--- src/hw/rtl/wcpm_pkg.sv ---
// Shared types, character codes and class functions for the wildcard class pattern matcher.
package wcpm_pkg;

  localparam int unsigned MAX_PATTERN = 16;
  localparam int unsigned PAT_IDX_W   = $clog2(MAX_PATTERN);
  localparam int unsigned POS_W       = 5;
  localparam int unsigned CFG_W       = 64;

  // Pattern codes
  localparam logic [7:0] CH_UPPER  = 8'h41;  // 'A'
  localparam logic [7:0] CH_ALPHA  = 8'h61;  // 'a'
  localparam logic [7:0] CH_DIGIT  = 8'h64;  // 'd'
  localparam logic [7:0] CH_ANY    = 8'h3F;  // '?'
  localparam logic [7:0] CH_BLANK  = 8'h20;  // ' '
  localparam logic [7:0] CH_SYMBOL = 8'h24;  // '$'
  localparam logic [7:0] CH_STAR   = 8'h2A;  // '*'
  localparam logic [7:0] CH_LF     = 8'h0A;  // '\n'
  localparam logic [7:0] CH_CR     = 8'h0D;
  localparam logic [7:0] CH_TAB    = 8'h09;

  typedef enum logic [1:0] {
    REG_LENGTH = 2'd0,
    REG_LOW    = 2'd1,
    REG_HIGH   = 2'd2
  } reg_idx_e;

  typedef enum logic [1:0] {
    PH_NORMAL = 2'd0,
    PH_NLRUN  = 2'd1,
    PH_SEEK   = 2'd2
  } phase_e;

  typedef enum logic [1:0] {
    V_UNDECIDED = 2'd0,
    V_MATCHED   = 2'd1,
    V_FAILED    = 2'd2
  } verdict_e;

  function automatic logic is_upper(input logic [7:0] b);
    return (b >= 8'h41) && (b <= 8'h5A);
  endfunction

  function automatic logic is_alpha(input logic [7:0] b);
    return is_upper(b) || ((b >= 8'h61) && (b <= 8'h7A));
  endfunction

  function automatic logic is_digit(input logic [7:0] b);
    return (b >= 8'h30) && (b <= 8'h39);
  endfunction

  function automatic logic is_crlf(input logic [7:0] b);
    return (b == CH_CR) || (b == CH_LF);
  endfunction

  function automatic logic is_blank(input logic [7:0] b);
    return (b == CH_BLANK) || (b == CH_TAB);
  endfunction

  function automatic logic class_match(input logic [7:0] b, input logic [7:0] p);
    logic m;
    case (p)
      CH_UPPER:  m = is_upper(b);
      CH_ALPHA:  m = is_alpha(b);
      CH_DIGIT:  m = is_digit(b);
      CH_ANY:    m = 1'b1;
      CH_BLANK:  m = is_blank(b);
      CH_LF:     m = is_crlf(b);
      CH_SYMBOL: m = !(is_blank(b) || is_crlf(b) || is_alpha(b) || is_digit(b));
      default:   m = (b == p);
    endcase
    return m;
  endfunction

endpackage

--- src/hw/rtl/wildcard_class_pattern_match.sv ---
// Streaming wildcard / character-class pattern matcher, one text byte per request.
//
//  channel   dir  handshake               payload
//  --------  ---  ----------------------  --------------------------
//  in        in   in_valid_i / in_stall_o  text_byte_i, final_byte_i
//  out       out  out_valid_o / out_stall_i matched_o
//  cfg       in   cfg_we_i                 cfg_index_i, cfg_data_i
//
// One byte per cycle sustained unless a final byte waits for the output register; a byte is
// evaluated in the cycle after it enters the input register, and a final byte's verdict is
// written to the output register when that byte leaves the input register.
// The throughput is set by the match-state update loop.
// Reset clears the match state and the pattern registers; no clearing pass.
// Only a final byte needs the output register, so other bytes flow on while a
// verdict waits under out_stall_i.
module wildcard_class_pattern_match (
  input  logic                         clk_i,
  input  logic                         rst_ni,
  input  logic                         cfg_we_i,
  input  logic [1:0]                   cfg_index_i,
  input  logic [wcpm_pkg::CFG_W-1:0]   cfg_data_i,
  input  logic                         in_valid_i,
  output logic                         in_stall_o,
  input  logic [7:0]                   text_byte_i,
  input  logic                         final_byte_i,
  output logic                         out_valid_o,
  input  logic                         out_stall_i,
  output logic                         matched_o
);

  // Configuration
  logic [wcpm_pkg::POS_W-1:0] len_q;
  logic [wcpm_pkg::CFG_W-1:0] pat_low_q, pat_high_q;

  // Input register
  logic       s1_valid_q;
  logic [7:0] s1_byte_q;
  logic       s1_final_q;

  // Match state
  logic [wcpm_pkg::POS_W-1:0] pos_q, pos_d;
  wcpm_pkg::phase_e           phase_q, phase_d;
  wcpm_pkg::verdict_e         verdict_q, verdict_d;

  // Output register
  logic out_valid_q, matched_q;

  logic                       out_free, s1_go, in_take;
  logic [wcpm_pkg::POS_W-1:0] used_len, pos_inc;
  logic [7:0]                 pat [wcpm_pkg::MAX_PATTERN];
  logic [7:0]                 cur_char;

  assign out_free   = !out_valid_q || !out_stall_i;
  assign s1_go      = s1_valid_q && (!s1_final_q || out_free);
  assign in_stall_o = s1_valid_q && !s1_go;
  assign in_take    = in_valid_i && !in_stall_o;

  assign used_len = (len_q > wcpm_pkg::POS_W'(wcpm_pkg::MAX_PATTERN)) ?
                    wcpm_pkg::POS_W'(wcpm_pkg::MAX_PATTERN) : len_q;
  assign pos_inc  = pos_q + wcpm_pkg::POS_W'(1);

  always_comb begin
    for (int k = 0; k < wcpm_pkg::MAX_PATTERN; k++) begin
      if (k < 8) begin
        pat[k] = pat_low_q[8*k +: 8];
      end else begin
        pat[k] = pat_high_q[8*(k-8) +: 8];
      end
    end
  end

  // Only read while pos_q < used_len, so the low bits always address a live character
  assign cur_char = pat[pos_q[wcpm_pkg::PAT_IDX_W-1:0]];

  // Per-byte state update
  always_comb begin
    wcpm_pkg::phase_e ph;
    logic             adv;
    wcpm_pkg::phase_e adv_phase;
    pos_d     = pos_q;
    phase_d   = phase_q;
    verdict_d = verdict_q;
    ph        = phase_q;
    adv       = 1'b0;
    adv_phase = wcpm_pkg::PH_NORMAL;
    if (verdict_q == wcpm_pkg::V_UNDECIDED) begin
      if (pos_q >= used_len) begin
        verdict_d = (used_len == '0) ? wcpm_pkg::V_FAILED : wcpm_pkg::V_MATCHED;
      end else if (ph == wcpm_pkg::PH_NLRUN && wcpm_pkg::is_crlf(s1_byte_q)) begin
        // still inside the CR/LF run
      end else begin
        if (ph == wcpm_pkg::PH_NLRUN) begin
          ph = wcpm_pkg::PH_NORMAL;
        end
        if (ph == wcpm_pkg::PH_SEEK) begin
          if (wcpm_pkg::class_match(s1_byte_q, cur_char)) begin
            adv       = 1'b1;
            adv_phase = wcpm_pkg::PH_NORMAL;
          end
        end else begin
          phase_d = wcpm_pkg::PH_NORMAL;
          if (cur_char == wcpm_pkg::CH_LF) begin
            if (wcpm_pkg::is_crlf(s1_byte_q)) begin
              adv       = 1'b1;
              adv_phase = wcpm_pkg::PH_NLRUN;
            end else begin
              verdict_d = wcpm_pkg::V_FAILED;
            end
          end else if (cur_char == wcpm_pkg::CH_STAR) begin
            adv       = 1'b1;
            adv_phase = wcpm_pkg::PH_SEEK;
          end else if (wcpm_pkg::class_match(s1_byte_q, cur_char)) begin
            adv       = 1'b1;
            adv_phase = wcpm_pkg::PH_NORMAL;
          end else begin
            verdict_d = wcpm_pkg::V_FAILED;
          end
        end
        if (adv) begin
          pos_d = pos_inc;
          if (pos_inc >= used_len) begin
            verdict_d = wcpm_pkg::V_MATCHED;
          end else begin
            phase_d = adv_phase;
          end
        end
      end
    end
  end

  // Configuration registers
  always_ff @(posedge clk_i or negedge rst_ni) begin
    if (!rst_ni) begin
      len_q      <= '0;
      pat_low_q  <= '0;
      pat_high_q <= '0;
    end else if (cfg_we_i) begin
      unique case (cfg_index_i)
        wcpm_pkg::REG_LENGTH: len_q      <= cfg_data_i[wcpm_pkg::POS_W-1:0];
        wcpm_pkg::REG_LOW:    pat_low_q  <= cfg_data_i;
        wcpm_pkg::REG_HIGH:   pat_high_q <= cfg_data_i;
        default: ;
      endcase
    end
  end

  // Input register
  always_ff @(posedge clk_i or negedge rst_ni) begin
    if (!rst_ni) begin
      s1_valid_q <= 1'b0;
    end else if (in_take) begin
      s1_valid_q <= 1'b1;
    end else if (s1_go) begin
      s1_valid_q <= 1'b0;
    end
  end

  always_ff @(posedge clk_i) begin
    if (in_take) begin
      s1_byte_q  <= text_byte_i;
      s1_final_q <= final_byte_i;
    end
  end

  // Match state: cleared after each final byte
  always_ff @(posedge clk_i or negedge rst_ni) begin
    if (!rst_ni) begin
      pos_q     <= '0;
      phase_q   <= wcpm_pkg::PH_NORMAL;
      verdict_q <= wcpm_pkg::V_UNDECIDED;
    end else if (s1_go) begin
      if (s1_final_q) begin
        pos_q     <= '0;
        phase_q   <= wcpm_pkg::PH_NORMAL;
        verdict_q <= wcpm_pkg::V_UNDECIDED;
      end else begin
        pos_q     <= pos_d;
        phase_q   <= phase_d;
        verdict_q <= verdict_d;
      end
    end
  end

  // Output register
  always_ff @(posedge clk_i or negedge rst_ni) begin
    if (!rst_ni) begin
      out_valid_q <= 1'b0;
    end else if (s1_go && s1_final_q) begin
      out_valid_q <= 1'b1;
    end else if (!out_stall_i) begin
      out_valid_q <= 1'b0;
    end
  end

  always_ff @(posedge clk_i) begin
    if (s1_go && s1_final_q) begin
      matched_q <= (verdict_d == wcpm_pkg::V_MATCHED);
    end
  end

  assign out_valid_o = out_valid_q;
  assign matched_o   = matched_q;

endmodule
--- config.mk ---
export PLATFORM = sky130hd
export DESIGN_NAME = wildcard_class_pattern_match
export DESIGN_NICKNAME = d
export VERILOG_FILES = /design/src/hw/rtl/wcpm_pkg.sv /design/src/hw/rtl/wildcard_class_pattern_match.sv
export SDC_FILE = /design/constraint.sdc
export NUM_CORES = 1
export LEC_CHECK = 0
export BUFFER_PORTS_ARGS = -buffer_cell sky130_fd_sc_hd__buf_4
export CORE_UTILIZATION = 26
export CTS_CLUSTER_SIZE = 20
export DETAILED_ROUTE_END_ITERATION = 8
export PLACE_DENSITY = 0.5
export SLEW_MARGIN = 0
export SYNTH_ARGS = -nofsm -noshare
export SYNTH_HDL_FRONTEND = slang
export SYNTH_SLANG_ARGS = --single-unit
--- constraint.sdc ---
create_clock -name clk_i -period 4.7 [get_ports clk_i]
set_input_delay 0.235 -clock clk_i [delete_from_list [all_inputs] [get_ports clk_i]]
set_output_delay 0.235 -clock clk_i [all_outputs]
set_load 0.01 [all_outputs]
==> results.tsv <==
metric	value	unit
synthesis warning total	0	
kind of critical path	flop to flop	
Clk Tree Root Cell	clkbuf_16	
Critical Path End Type	flop	
worst-skew pair later-pin latency	0.42	ns
gate count after technology mapping	599	
CTS tree	done	
Pre-antenna DRT Iters	4	
Worst setup SP type	flop	
Max clock buf depth	2	
unrepaired setup endpoints after global routing	no	
DRT iter0 DRCs	172	
most common cell after layout, fill and taps aside	dfrtp_1	
I/O Pins	83	
# H-tree levels	4	
hold path startpoint	cfg_data_i[31]	
gr usage total	13.3	%
Pins Over Slew Limit	0	
Finished Cell Area	9630	um^2
max cap viols	0	
initial antenna violation count	0	
min-delay worst type	input port to flop	
combinational power share	19.3	%
Net Sw Power	1.03	mW
CTS resizes	0	
Clk pin slew, worst setup/hold paths	0.06	ns
n_diodes	0	
cts bufs inserted	17	
clock network power share	35.4	%
DP Cell Count	1049	
routed via count	5093	
min Tclk post-route	3.57	ns
Cell variety after synth	72	
layout cells sized above 1	42.1	%
maximum VDD drop	0.218	mV
Flop pwr share	45.3	%
hold depth	2	
Starting Density	26.6	%
EDFF count, synth	10	
Max Freq	280	MHz
DP Wirelength	14300	um
final RePlAce weighted congestion	0.789	
DR DRC count	0	
fin util	32.2	%
final antenna-violating net count	0	
WHS Endpoint	pat_high_q[31]	
Max-slew headroom	32.0	%
top cell type's share of synthesized area	45.3	%
Reg2Reg Setup Slack	1.13	ns
TNS Setup	0	ns
pin count of the biggest net entering global routing	105	
total grt overflow	0	
worst path required time	5.00	ns
Sink Count	154	
cell row count	63	
arrival time at the worst endpoint	3.86	ns
Layout Area Growth over Synthesis	21.1	%
syn_nets	690	
clock skew	0.0101	ns
power per cell area	392	nW/um^2
Die H	177	um
PortBufs	82	
Pwr Total	3.78	mW
final setup margin	1.13	ns
asr flop ratio synth	93.5	%
Post-Syn Area	7950	um^2
pre-CTS setup slack	1.17	ns
post-synthesis area per instance	13.3	um^2
nets	780	
measured slew at the worst slew-check pin	1.02	ns
core box area	29900	um^2
first-pass GRT wire length	31300	um
Seq cells post-synth	154	
Die W	177	um
reg2reg end	pos_q[0]	
wire per inst	17.9	um
worst hold slack	0.0544	ns
sequential area share after synthesis	49.1	%
Tcrit/Tclk final	75.9	%
worst-case reg-to-reg path depth	10	
largest area contributor in the netlist	dfrtp_1	
setup violators final	0	
ys flop type	dfrtp_1	
Die Area	31300	um^2
critical path peak fanout	16	
# fillers	2967	
commonest cells after routing, fill and taps aside	143 x dfrtp_1, 134 x mux2_2, 93 x buf_4	
number of global-route vias before repair	5381	
status	complete, no violations	
final wirelength	19500	um
DR vias/cell	4.67	
Internal	2.75	mW
RR Startpoint	pos_q[2]	
final hold viol count	0	
Area contributors post-synth	dfrtp_1 45%, mux2_2 19%, mux2i_1 5.4%, mux4_2 4.0%, edfxtp_1 3.8%	
Lkg Pwr	3.96	nW
DP Area	8950	um^2
Finished Layout Cells	1091	
sw frac	27.1	%
-- worst max-delay path by stage --
| stage | to | from | slack [ns] | depth (start not counted) |
|---|---|---|---|---|
| final | pos_q[0] | pos_q[2] | 1.13 | 10 |
| after global placement | pos_q[0] | pos_q[2] | 1.20 | 10 |
| after floorplan | pos_q[0] | pos_q[0] | 1.76 | 13 |
| after global routing | pos_q[0] | pos_q[2] | 0.81 | 10 |
| after detailed placement | pos_q[0] | pos_q[2] | 1.17 | 10 |
| after CTS | pos_q[0] | pos_q[2] | 1.15 | 10 |
-- cell usage after synthesis, types with 8 or more instances --
library cell,instances
a21oi_1,9
a22oi_1,10
clkbuf_1,18
dfrtp_1,144
edfxtp_1,10
ha_1,11
mux2_2,134
mux2i_1,43
mux4_2,14
nand2_1,28
nand3_1,10
nor2_1,11
nor2b_1,10
nor3_1,8
o21ai_0,10
xnor2_1,11
-- critical path, stage by stage, from the launching register on --
cell	delay [ns]
dfrtp_1	0.63
nor2b_1	0.72
a22oi_1	0.28
a211oi_2	0.29
a31oi_2	0.10
nor3_1	0.42
nand3b_1	0.15
nand3_1	0.14
nor3_4	0.06
o31a_4	0.37
mux2_2	0.26
-- cell type report --
type                       count  area [um^2]  area share [%]
clock buffer                  23          489            5.08
clock inverter                 8         85.1           0.883
inverter                       6         22.5           0.234
multi-input combinational    405         3820            39.7
sequential                   154         3910            40.5
tap                          390          488            5.07
timing repair buffer         105          820            8.51
-- repair_timing --
action | CTS | global route
endpoints found under the setup margin | 0 | 0
setup buffers | 0 | 0
hold buffers | 11 | 0
hold endpoints to repair | 15 | 0
-- logic make-up (layout without fill, tap and decap cells) --
| kind of cell | after synthesis | after routing | synth area share (%) |
|---|---|---|---|
| adders and majority gates | 11 | 11 | 1.73 |
| and+or+nand+nor | 114 | 114 | 8.32 |
| muxes | 195 | 195 | 29.3 |
| AOI/OAI and AO/OA | 69 | 69 | 6.96 |
| xor gates and xnor gates | 16 | 16 | 1.76 |
| buffers and inverters | 40 | 142 | 2.85 |
| DFF | 154 | 154 | 49.1 |
-- sequential cells by signal (all words and copies together) (netlist names) --
name	count
len_q	5
matched_o	1
out_valid_o	1
pat_high_q	64
pat_low_q	64
phase_q	2
pos_q	5
s1_byte_q	8
s1_final_q	1
s1_valid_q	1
verdict_q	2
-- power by group through the flow --
stage	clock network (mW)	registers (mW)	logic, mW
CTS	1.38	1.71	0.742
global placement	0	1.74	0.722
global route	1.43	1.74	0.807
floorplan	0	1.67	0.528
finish	1.34	1.71	0.730
detailed placement	0	1.73	0.731
-- layer usage --
metal / routed length [um] / up-vias / part of all wire [%] / GRT usage [%]
li1: - / 2407 / - / -
met1: 9540 / 2580 / 49 / 18.5
met2: 9110 / 92 / 47 / 20.6
met3: 696 / 14 / 3.6 / 3.01
met4: 199 / 0 / 1.0 / 3.34
met5: 0 / - / 0 / 0
Note: power is estimated with default switching activity, not from simulation.
